### src/rtl/core/assert_macros.svh
// Assertion macros for the RTL files that check their own logic.
`ifndef ASSERT_MACROS_SVH
`define ASSERT_MACROS_SVH

// Property that must hold at every rising clock edge outside reset.
`define ASSERT_ALWAYS(label, clk, rst_n, prop, msg) \
    label: assert property (@(posedge clk) disable iff (!rst_n) (prop)) else $error(msg);

// Implication: when the antecedent holds, the consequent holds in the same cycle.
`define ASSERT_IMPLY(label, clk, rst_n, ante, cons, msg) \
    label: assert property (@(posedge clk) disable iff (!rst_n) (ante) |-> (cons)) \
        else $error(msg);

`endif

### src/rtl/core/bve_pkg.sv
// Command and status codes of the byte vector engine.
package bve_pkg;

    typedef enum logic [2:0] {
        ACT_PUSH   = 3'd0,
        ACT_ASSIGN = 3'd1,
        ACT_POP    = 3'd2,
        ACT_ERASE  = 3'd3,
        ACT_GET    = 3'd4,
        ACT_CLEAR  = 3'd5
    } t_action;

    typedef enum logic [1:0] {
        ST_OK    = 2'd0,
        ST_FULL  = 2'd1,
        ST_EMPTY = 2'd2,
        ST_RANGE = 2'd3
    } t_status;

    localparam int DATA_W   = 8;
    localparam int INDEX_W  = 8;
    localparam int LENGTH_W = 9;

endpackage

### src/rtl/core/bve_ram.sv
// Element memory: one write port, one read port, registered read data.
module bve_ram #(
    parameter int DEPTH = 256,
    localparam int AW = (DEPTH > 1) ? $clog2(DEPTH) : 1
) (
    input  logic                      i_clk,
    input  logic                      i_we,
    input  logic [AW-1:0]             i_waddr,
    input  logic [bve_pkg::DATA_W-1:0] i_wdata,
    input  logic [AW-1:0]             i_raddr,
    output logic [bve_pkg::DATA_W-1:0] o_rdata
);
    import bve_pkg::*;

    logic [DATA_W-1:0] r_mem [DEPTH];
    logic [DATA_W-1:0] r_rdata;

    always_ff @(posedge i_clk) begin
        if (i_we) begin
            r_mem[i_waddr] <= i_wdata;
        end
        r_rdata <= r_mem[i_raddr];
    end

    assign o_rdata = r_rdata;

endmodule

### src/rtl/core/byte_vector_engine.sv
// Top level of the byte vector engine: command sequencer around the element memory.
//
// Holds an ordered sequence of up to DEPTH bytes and its length. Commands arrive on
// the input channel (i_in_valid / o_in_ready; fields i_action, i_index, i_data), one
// transaction each, and every command yields exactly one result transaction on the
// output channel (o_out_valid / i_out_ready; o_read_data, o_status, o_length).
// Push, assign, pop, get and clear: the accept cycle issues the memory read at the
// requested index, the next cycle checks the length, writes the memory and loads
// the result register. Erase at index k with n elements, k below n - 1, then runs a
// shift loop: after the first read the sequencer moves one element per cycle down
// by one place, reading ahead of the write through the memory's single read and
// single write port. That erase loop sets the worst-case rate.
// The result is registered into the output register as the last working cycle ends.
// A new command is taken while an earlier result still waits: if the output
// register is still full when the next result is ready, that result parks in a
// holding register and the engine stops taking commands until the output drains.
// Synchronous active-low reset empties the sequence (length zero) and drops any
// pending result; the memory contents are not cleared, since only bytes at positions
// below the length are ever used and each of those was written first.
module byte_vector_engine #(
    parameter int DEPTH = 256,
    localparam int AW = (DEPTH > 1) ? $clog2(DEPTH) : 1,
    localparam int CW = $clog2(DEPTH + 1)
) (
    input  logic       i_clk,
    input  logic       i_rst_n,
    // command channel
    input  logic       i_in_valid,
    output logic       o_in_ready,
    input  logic [2:0] i_action,
    input  logic [7:0] i_index,
    input  logic [7:0] i_data,
    // result channel
    output logic       o_out_valid,
    input  logic       i_out_ready,
    output logic [7:0] o_read_data,
    output logic [1:0] o_status,
    output logic [8:0] o_length
);
    import bve_pkg::*;

    `include "assert_macros.svh"

    // common width for comparing an index against the length
    localparam int XW = (CW > INDEX_W) ? CW : INDEX_W;

    typedef enum logic [1:0] {
        S_IDLE,
        S_EXEC,
        S_SHIFT,
        S_HOLD
    } t_state;

    t_state            r_state, n_state;
    logic [2:0]        r_action;
    logic [INDEX_W-1:0] r_index;
    logic [DATA_W-1:0] r_data;
    logic [CW-1:0]     r_count, n_count;
    logic [AW-1:0]     r_ptr, n_ptr;

    // output register and holding register
    logic                r_o_valid;
    logic [DATA_W-1:0]   r_o_read_data;
    t_status             r_o_status;
    logic [LENGTH_W-1:0] r_o_length;
    logic [DATA_W-1:0]   r_p_read_data;
    t_status             r_p_status;
    logic [LENGTH_W-1:0] r_p_length;

    // memory port
    logic              ram_we;
    logic [AW-1:0]     ram_waddr;
    logic [DATA_W-1:0] ram_wdata;
    logic [AW-1:0]     ram_raddr;
    logic [DATA_W-1:0] ram_rdata;

    // result of the command finishing this cycle
    logic                fin;
    logic [DATA_W-1:0]   res_read_data;
    t_status             res_status;
    logic [LENGTH_W-1:0] res_length;

    logic          in_acc;
    logic          out_free;
    logic          empty;
    logic          full;
    logic          idx_ge;
    logic [XW-1:0] idx_x;
    logic [XW-1:0] cnt_x;
    logic [XW-1:0] idx_next;

    assign in_acc   = i_in_valid && o_in_ready;
    assign out_free = !r_o_valid || i_out_ready;
    assign empty    = (r_count == '0);
    assign full     = (r_count == CW'(DEPTH));
    assign idx_x    = XW'(r_index);
    assign cnt_x    = XW'(r_count);
    assign idx_ge   = (idx_x >= cnt_x);
    assign idx_next = idx_x + XW'(1);

    bve_ram #(
        .DEPTH (DEPTH)
    ) u_ram (
        .i_clk   (i_clk),
        .i_we    (ram_we),
        .i_waddr (ram_waddr),
        .i_wdata (ram_wdata),
        .i_raddr (ram_raddr),
        .o_rdata (ram_rdata)
    );

    always_comb begin
        n_state       = r_state;
        n_count       = r_count;
        n_ptr         = r_ptr;
        ram_we        = 1'b0;
        ram_waddr     = AW'(r_count);
        ram_wdata     = r_data;
        ram_raddr     = AW'(i_index);
        fin           = 1'b0;
        res_read_data = '0;
        res_status    = ST_OK;

        case (r_state)
            S_IDLE: begin
                // read at the incoming index so a get has its byte next cycle
                if (in_acc) begin
                    n_state = S_EXEC;
                end
            end
            S_EXEC: begin
                fin = 1'b1;
                case (t_action'(r_action))
                    ACT_PUSH: begin
                        if (full) begin
                            res_status = ST_FULL;
                        end else begin
                            ram_we    = 1'b1;
                            ram_waddr = AW'(r_count);
                            n_count   = r_count + CW'(1);
                        end
                    end
                    ACT_ASSIGN: begin
                        // past the end: overwrite the last element
                        if (empty) begin
                            res_status = ST_EMPTY;
                        end else begin
                            ram_we    = 1'b1;
                            ram_waddr = idx_ge ? AW'(r_count - CW'(1)) : AW'(r_index);
                        end
                    end
                    ACT_POP: begin
                        if (empty) begin
                            res_status = ST_EMPTY;
                        end else begin
                            n_count = r_count - CW'(1);
                        end
                    end
                    ACT_ERASE: begin
                        if (empty) begin
                            res_status = ST_EMPTY;
                        end else if (idx_ge) begin
                            res_status = ST_RANGE;
                        end else if (idx_next < cnt_x) begin
                            // elements follow: start the shift loop
                            fin       = 1'b0;
                            ram_raddr = AW'(idx_next);
                            n_ptr     = AW'(idx_next);
                            n_state   = S_SHIFT;
                        end else begin
                            n_count = r_count - CW'(1);
                        end
                    end
                    ACT_GET: begin
                        if (empty) begin
                            res_status = ST_EMPTY;
                        end else if (idx_ge) begin
                            res_status = ST_RANGE;
                        end else begin
                            res_read_data = ram_rdata;
                        end
                    end
                    ACT_CLEAR: begin
                        n_count = '0;
                    end
                    default: begin
                        // unused codes: no change
                    end
                endcase
            end
            S_SHIFT: begin
                // move element r_ptr down one place, fetch the next one
                ram_we    = 1'b1;
                ram_waddr = r_ptr - AW'(1);
                ram_wdata = ram_rdata;
                if ((CW'(r_ptr) + CW'(1)) < r_count) begin
                    ram_raddr = r_ptr + AW'(1);
                    n_ptr     = r_ptr + AW'(1);
                end else begin
                    fin     = 1'b1;
                    n_count = r_count - CW'(1);
                end
            end
            S_HOLD: begin
                if (out_free) begin
                    n_state = S_IDLE;
                end
            end
            default: begin
                n_state = S_IDLE;
            end
        endcase

        res_length = LENGTH_W'(n_count);

        if (fin) begin
            n_state = out_free ? S_IDLE : S_HOLD;
        end
    end

    always_ff @(posedge i_clk) begin
        if (!i_rst_n) begin
            r_state   <= S_IDLE;
            r_count   <= '0;
            r_o_valid <= 1'b0;
        end else begin
            r_state <= n_state;
            r_count <= n_count;
            r_ptr   <= n_ptr;

            if (in_acc) begin
                r_action <= i_action;
                r_index  <= i_index;
                r_data   <= i_data;
            end

            // load the output from the holding register or straight from the result
            if (r_state == S_HOLD && out_free) begin
                r_o_valid     <= 1'b1;
                r_o_read_data <= r_p_read_data;
                r_o_status    <= r_p_status;
                r_o_length    <= r_p_length;
            end else if (fin && out_free) begin
                r_o_valid     <= 1'b1;
                r_o_read_data <= res_read_data;
                r_o_status    <= res_status;
                r_o_length    <= res_length;
            end else if (i_out_ready) begin
                r_o_valid <= 1'b0;
            end

            // park the result while the output register is still occupied
            if (fin && !out_free) begin
                r_p_read_data <= res_read_data;
                r_p_status    <= res_status;
                r_p_length    <= res_length;
            end
        end
    end

    assign o_in_ready  = (r_state == S_IDLE);
    assign o_out_valid = r_o_valid;
    assign o_read_data = r_o_read_data;
    assign o_status    = r_o_status;
    assign o_length    = r_o_length;

    // length never exceeds the capacity
    `ASSERT_ALWAYS(a_count_bound, i_clk, i_rst_n, r_count <= CW'(DEPTH), "length above DEPTH")

    // a parked result only exists while the output register is occupied
    `ASSERT_IMPLY(a_hold_busy, i_clk, i_rst_n, r_state == S_HOLD, r_o_valid, "hold without output")

    // the shift pointer stays inside the held elements
    `ASSERT_IMPLY(a_shift_ptr, i_clk, i_rst_n, r_state == S_SHIFT,
        (CW'(r_ptr) < r_count) && (r_ptr != '0), "shift pointer out of range")

endmodule

### config.mk
export PLATFORM = sky130hd
export DESIGN_NAME = byte_vector_engine
export DESIGN_NICKNAME = d
export VERILOG_FILES = /design/src/rtl/core/bve_pkg.sv /design/src/rtl/core/bve_ram.sv /design/src/rtl/core/byte_vector_engine.sv
export VERILOG_INCLUDE_DIRS = /design/src /design/src/rtl/core
export SDC_FILE = /design/constraint.sdc
export NUM_CORES = 2
export LEC_CHECK = 0
export ABC_CLOCK_PERIOD_IN_PS = 8050
export BUFFER_PORTS_ARGS = -buffer_cell sky130_fd_sc_hd__buf_2
export CELL_PAD_IN_SITES_DETAIL_PLACEMENT = 0
export CELL_PAD_IN_SITES_GLOBAL_PLACEMENT = 1
export CORE_MARGIN = 5
export CORE_UTILIZATION = 33
export CTS_BUF_LIST = sky130_fd_sc_hd__clkbuf_16
export DETAILED_ROUTE_END_ITERATION = 8
export GPL_TIMING_DRIVEN = 0
export MAX_ROUTING_LAYER = met4
export PLACE_DENSITY_LB_ADDON = 0.1
export SLEW_MARGIN = 20
export SYNTH_ARGS = -nofsm -noshare
export SYNTH_HDL_FRONTEND = slang
export SYNTH_HIERARCHICAL = 1
export SYNTH_SLANG_ARGS = --single-unit
### constraint.sdc
create_clock -name i_clk -period 8.05 [get_ports i_clk]
set_input_delay 1.61 -clock i_clk [delete_from_list [all_inputs] [get_ports i_clk]]
set_output_delay 1.61 -clock i_clk [all_outputs]
set_load 0.02 [all_outputs]
Yosys cells after proc, flatten, opt, wreduce, memory -nomap -nowiden --
Memories as Yosys holds them, arrays and structs flattened. A register that Yosys moved wholly into a read port is not among the register bits. Index checks and enable logic that the tools add are counted.
Word-level totals: flip-flop bits (word level) 77, RAM bits 2048, bits of input ports 23, output and inout bits 21, word-level logic and storage cells 129, memories kept 1
Cells by class: $add $sub $neg 6, order comparisons 3, eq/ne operators 20, multiplexer cells 65, reductions and logical operators 21
Memory list:
- u_ram.r_mem | words 256, width 8, rd ports 1, clocked after Yosys merged registers in 1, write ports 1, line bve_ram.sv:15 | logic [DATA_W-1:0] r_mem [DEPTH];
Operators with widths (number):
- $mux W8 | 20
- $mux W9 | 8
- $pmux W8 S2 | 3
- $pmux W9 S4 | 1
- $mux W2 | 14
- $add A8 B1 Y9 const B | 2
- $lt A9 B9 Y1 | 2
- $pmux W9 S2 | 1
- $reduce_and A7 Y1 | 2
- $mux W1 | 13
- $ne A3 B3 Y1 const B | 4
- $pmux W2 S3 | 2
- $add A9 B1 Y9 const B | 1
- $eq A9 B9 Y1 const B | 1
- $ge A8 B9 Y1 | 1
- $logic_not A9 Y1 | 1
- $sub A9 B1 Y9 const B | 1
- $add A8 B1 Y8 const B | 1
- $ne A2 B2 Y1 const B | 4
- $sub A8 B1 Y8 const B | 1
- $eq A3 B2 Y1 const B | 2
- $eq A3 B3 Y1 const B | 2
- $pmux W1 S2 | 3
- $reduce_and A2 Y1 | 3
- other kinds (15) | 22

Logic depth before layout (Yosys ltp) --
depth in word-level cells 10, gate-level depth with buffers 25, gate-level depth less buffers 19

Cells and area by module --
The synthesis kept the hierarchy.
Modules (own cells, without submodules):
- bve_ram | times used 1, cells each 3733, area each 79556.3 um2, seq. area each 61659.1 um2
- byte_vector_engine | times used 1, cells each 578, area each 5579.1 um2, seq. area each 2192.1 um2

Worst setup path before layout --
No wires, ideal clock.
kind register to register, start point register r_index[2], end point register u_ram.r_rdata[2] (netlist: u_ram/o_rdata[2]) (read register of u_ram.r_mem), library setup time 0.131 ns, arrival 4.689 ns, data required time 7.919 ns, path slack 3.230 ns, stages on the path, launching flop included 24, path buffers 5, clock period less this slack 4.820 ns, cell sequence edfxtp_1 -> and2_1 -> and3_1 -> nand4_1 -> xnor2_1 -> ha_1 -> a21oi_1 -> nand2_1 -> a21oi_1 -> nand2_1 -> nor3_1 -> buf_2 -> mux2i_1 -> o22a_1 -> o21ai_0 -> buf_6 -> buf_12 -> buf_8 -> buf_2 -> mux4_2 -> a22oi_1 -> a21oi_1 -> nor4_1 -> nor4_2
Between the ends: word-level cells in the longest chain between the ends 7, elaborated cells on any way between the ends 8, those cells by class add/sub: 1; order compare: 2; mux: 5
RTL lines:
- start: declaration | line byte_vector_engine.sv:56 | logic [INDEX_W-1:0] r_index;
- start signal: assignment | line byte_vector_engine.sv:233 | r_index <= i_index;
- $add A8 B1 Y9 | line byte_vector_engine.sv:99 | assign idx_next = idx_x + XW'(1);
- $lt A9 B9 Y1 | line byte_vector_engine.sv:164 | end else if (idx_next < cnt_x) begin
- $mux W8 | line byte_vector_engine.sv:164
- $mux W8 * | line byte_vector_engine.sv:162 | end else if (idx_ge) begin
- $mux W8 * | line byte_vector_engine.sv:160 | if (empty) begin
- $mux W8 * | line byte_vector_engine.sv:133 | case (t_action'(r_action))
- $pmux W8 S2 * | line byte_vector_engine.sv:124 | case (r_state)
- via ram_raddr[0] | line byte_vector_engine.sv:74 | logic [AW-1:0] ram_raddr;
- end: declaration | line bve_ram.sv:16 | logic [DATA_W-1:0] r_rdata;
The timed path passes the listed nets; every way through them passes the cells marked *. A chain may end at the register's enable or synchronous reset.

Worst setup path after layout --
start point register r_index[3], end point register u_ram.r_rdata[0] (netlist: u_ram/o_rdata[0]) (read register of u_ram.r_mem)
The elaborated chain is that of the path after synthesis.

==> qor.yml <==
grt_max_degree: 117
cellPowerDensity_nw_per_um2: 367
holdWs_ns: 0.534
grt_pass1_wl_um: 414000
dieArea_um2: 268000
period_minus_slack_ns: 7.81
async_reset_ff_share_pct: 0
drive_above_1_share_pct: 23.8
fin_area_um2: 98600
ys_seq_area_share_pct: 75.0
reg2reg_to: "u_ram/o_rdata[0]"
path_class: "flip-flop to flip-flop"
setup_ws_ns: 0.244
finalNetCount: 4694
synthSimpleGateAreaFrac_pct: 3.55
setup_viol: 0
clk_pin_slew_ns: 0.06
num_vias: 46200
placed_area_um2: 91100
relSlewSlack_pct: 20.9
finalCritPeriodShare_pct: 97.0
cts.path.max_buffers: 3
hold_viol: 0
synthMuxAreaShare_pct: 14.2
reg2reg_depth: 23
cts_buffers: 231
cp-end-kind: "flip-flop"
start_kind: "flip-flop"
yosysWarnings: 6
die_h_um: 518
antenna_left: 0
cts_max_level: 4
drc: 0
final_cell_mix: "edfxtp_1, mux4_2, nor2_1, clkbuf_16, mux2i_1"
first_iter_violations: 5324
die_w_um: 518
antenna_found_initial: 20
cpPeakStageDelay_ns: 0.89
overflow: 0
dp_hpwl_um: 214000
crit_slowest_cell: "a2111oi_1"
rows: 186
synth_compound_area_share_pct: 4.47
path_cells: "and2_1, and3_1, nand4_1, xnor2_1, ha_1, a21oi_1, nand2_1, a21oi_1, nand2_1, nor3_1, buf_2, mux2i_1, o22ai_1, a22o_1, buf_2, buf_4, buf_4, buf_2, mux4_2, nor2_1, a2111oi_1, nor3_1, nor4_4"
arrival_ns: 8.54
coreArea_um2: 257000
synthCells: 4311
worstHoldStart: "r_state[1]"
clockRootBuffer: "clkbuf_16"
place.gp.congestion: 0.892
viasPerCell: 5.62
rsz0062_at_grt: "no"
cts_setup_buffers: 0
maxCapViolCount: 0
drt_wl_total_um: 309000
worst-path-buf-inv: 5
ys.flop_type: "edfxtp_1"
wl_per_cell_um: 37.5
status: "finished clean"
ys_ff_latch: 2133
grt_pass1_vias: 45800
synth_fa_ha_area_share_pct: 0.500
critPathTopFamily: "simple AND/OR/NAND/NOR gates"
hold_class: "flip-flop to flip-flop"
num_io_pins: 44
clock-sinks: 2133
avgSynthCellArea_um2: 19.7
synth_xor_area_share_pct: 0.278
cts_tree: "built"
drtPass1Iterations: 6
grtUsageTotal_pct: 23.2
rrSetupSlack_ns: 0.24
place.port_buffers: 43
place_worst_setup_slack_ns: -1.05
syn_nets: 4368
min_to: "r_state[1]"
cp_common_cell: "buf_2"
power_leakage_nw: 30.7
synth_top_family_by_area: "multiplexers"
synth-edff-count: 2113
critPathMaxFanout: 11
fmax_mhz: 128
max-vdd-ir-drop_v: 0.000238
worst_pin_slew_ns: 1.19
synth.distinct_cells: 87
maxSlewViolCount: 0
required_ns: 8.78
final_common_cell: "edfxtp_1"
area_growth_pct: 15.9
worstHoldPathCells: 2
critical_path.reg2reg.startpoint: "r_index[3]"
syn_area_um2: 85100
clk_latency_ns: 0.90
skew_ns: 0.0642
initial_core_util_pct: 33.1
==> cell families (layout without fill, tap and decap cells) <==
group                    count (synthesis)  after routing
AO/OA/AOI/OAI                          537            537
AND/OR/NAND/NOR                        650            650
XOR/XNOR                                27             27
buffers and inverters                  300            824
flip-flops                            2133           2133
multiplexers                           630            630
adder cells (fa/ha/maj)                 34             34
other                                    0              5
==> repair_timing <==
item,in CTS,in global routing
gates resized for setup,35,39
hold buffers,0,0
endpoints found under the hold margin,0,0
gates cloned,0,0
setup endpoints to repair,8,8
==> how the worst max path moves through the flow <==
stage | depth (start not counted) | start | slack, ns | endpoint
finish | 23 | r_index[3] | 0.24 | u_ram/o_rdata[0]
global route | 25 | r_index[3] | 0.01 | u_ram/o_rdata[2]
CTS | 23 | r_index[3] | 0.005 | u_ram/o_rdata[7]
detailed placement | 23 | r_index[3] | -1.05 | u_ram/o_rdata[0]
global placement | 22 | r_ptr[4] | -2.16 | u_ram/o_rdata[4]
floorplan | 23 | r_index[2] | 3.23 | u_ram/o_rdata[2]
==> per-stage QoR <==
stage / cells / utilization, % / setup TNS, ns / power (mW)
2_1_floorplan: 4311 / - / 0 / 19.7
3_3_place_gp: 7738 / 34.9 / -21.62 / 25.9
3_5_place_dp: 7788 / 35.4 / -5.21 / 26.1
4_1_cts: 8219 / 38.3 / 0 / 36.4
5_1_grt: 8223 / 38.4 / 0 / 37.2
6_report: 8224 / 38.4 / 0 / 36.2
==> tightest hold or removal path, stage by stage (launching register included) <==
cell and delay (ns):
dfxtp_1 0.35, nand2_1 0.07, mux2i_1 0.07
==> area by class of cell <==
type	instances	area [µm²]
clock inverters	200	1500
fillers	23400	158000
inverters	33	128
flip-flops and latches	2133	63900
well taps	3384	4230
clock buffers	231	5780
repair buffers	93	1300
multi-input cells	1878	20100
diodes	5	12.5
plain buffers	267	1740
==> state kept, by name, summed over array words and instances (netlist names) <==
signal and count:
o_read_data 8, r_state 2, r_data 8, o_length 9, r_p_read_data 8, r_p_status 2, o_out_valid 1, u_ram/o_rdata 8
r_ptr 8, o_status 2, r_p_length 9, r_index 8, r_action 3, cnt_x 9, u_ram/r_mem 2048
==> power breakdown <==
| group | internal, mW | switching (mW) | total, mW |
|---|---|---|---|
| logic | 4.03 | 8.89 | 12.9 |
| clock network | 5.66 | 4.51 | 10.2 |
| registers | 13.1 | 0.0596 | 13.1 |
==> cells in the mapped netlist, types with 5 or more instances <==
cell | instances | area share [%]
and3_1 | 12 | 0.088
inv_1 | 29 | 0.13
o221ai_1 | 47 | 0.48
a31oi_1 | 13 | 0.096
a311oi_1 | 5 | 0.051
o21ai_1 | 5 | 0.029
nor3_1 | 35 | 0.21
ha_1 | 34 | 0.50
o22a_1 | 6 | 0.062
mux2i_1 | 147 | 1.7
a221oi_1 | 17 | 0.17
and2_1 | 24 | 0.18
o211ai_1 | 17 | 0.15
o22ai_1 | 34 | 0.25
edfxtp_1 | 2113 | 75
nor2_1 | 328 | 1.4
a211oi_1 | 19 | 0.17
mux2_2 | 27 | 0.36
buf_1 | 23 | 0.10
a22o_1 | 16 | 0.16
clkbuf_1 | 132 | 0.58
xnor2_1 | 16 | 0.16
o21ai_0 | 32 | 0.19
nand2_1 | 82 | 0.36
nor4_1 | 29 | 0.21
nor2b_1 | 36 | 0.26
nand4_1 | 14 | 0.10
buf_6 | 24 | 0.32
nand2b_1 | 14 | 0.10
buf_12 | 8 | 0.19
buf_4 | 30 | 0.26
buf_2 | 37 | 0.22
xor2_1 | 11 | 0.11
buf_8 | 13 | 0.23
a22oi_1 | 138 | 1.2
nand3_1 | 50 | 0.29
mux4_2 | 454 | 12
dfxtp_1 | 20 | 0.47
a21oi_1 | 135 | 0.79
==> metal layers <==
layer  share of wire, %  routed length [µm]  track usage (%)  vias to the layer above
met5                  0                   0                -                        -
met3                5.7               17600             3.36                      356
met2                 47              146000             36.3                     1597
met1                 44              137000             32.2                    25700
met4                2.5                7770             5.56                        0
li1                   -                   -                -                    18500
(Power assumes the default switching activity.)
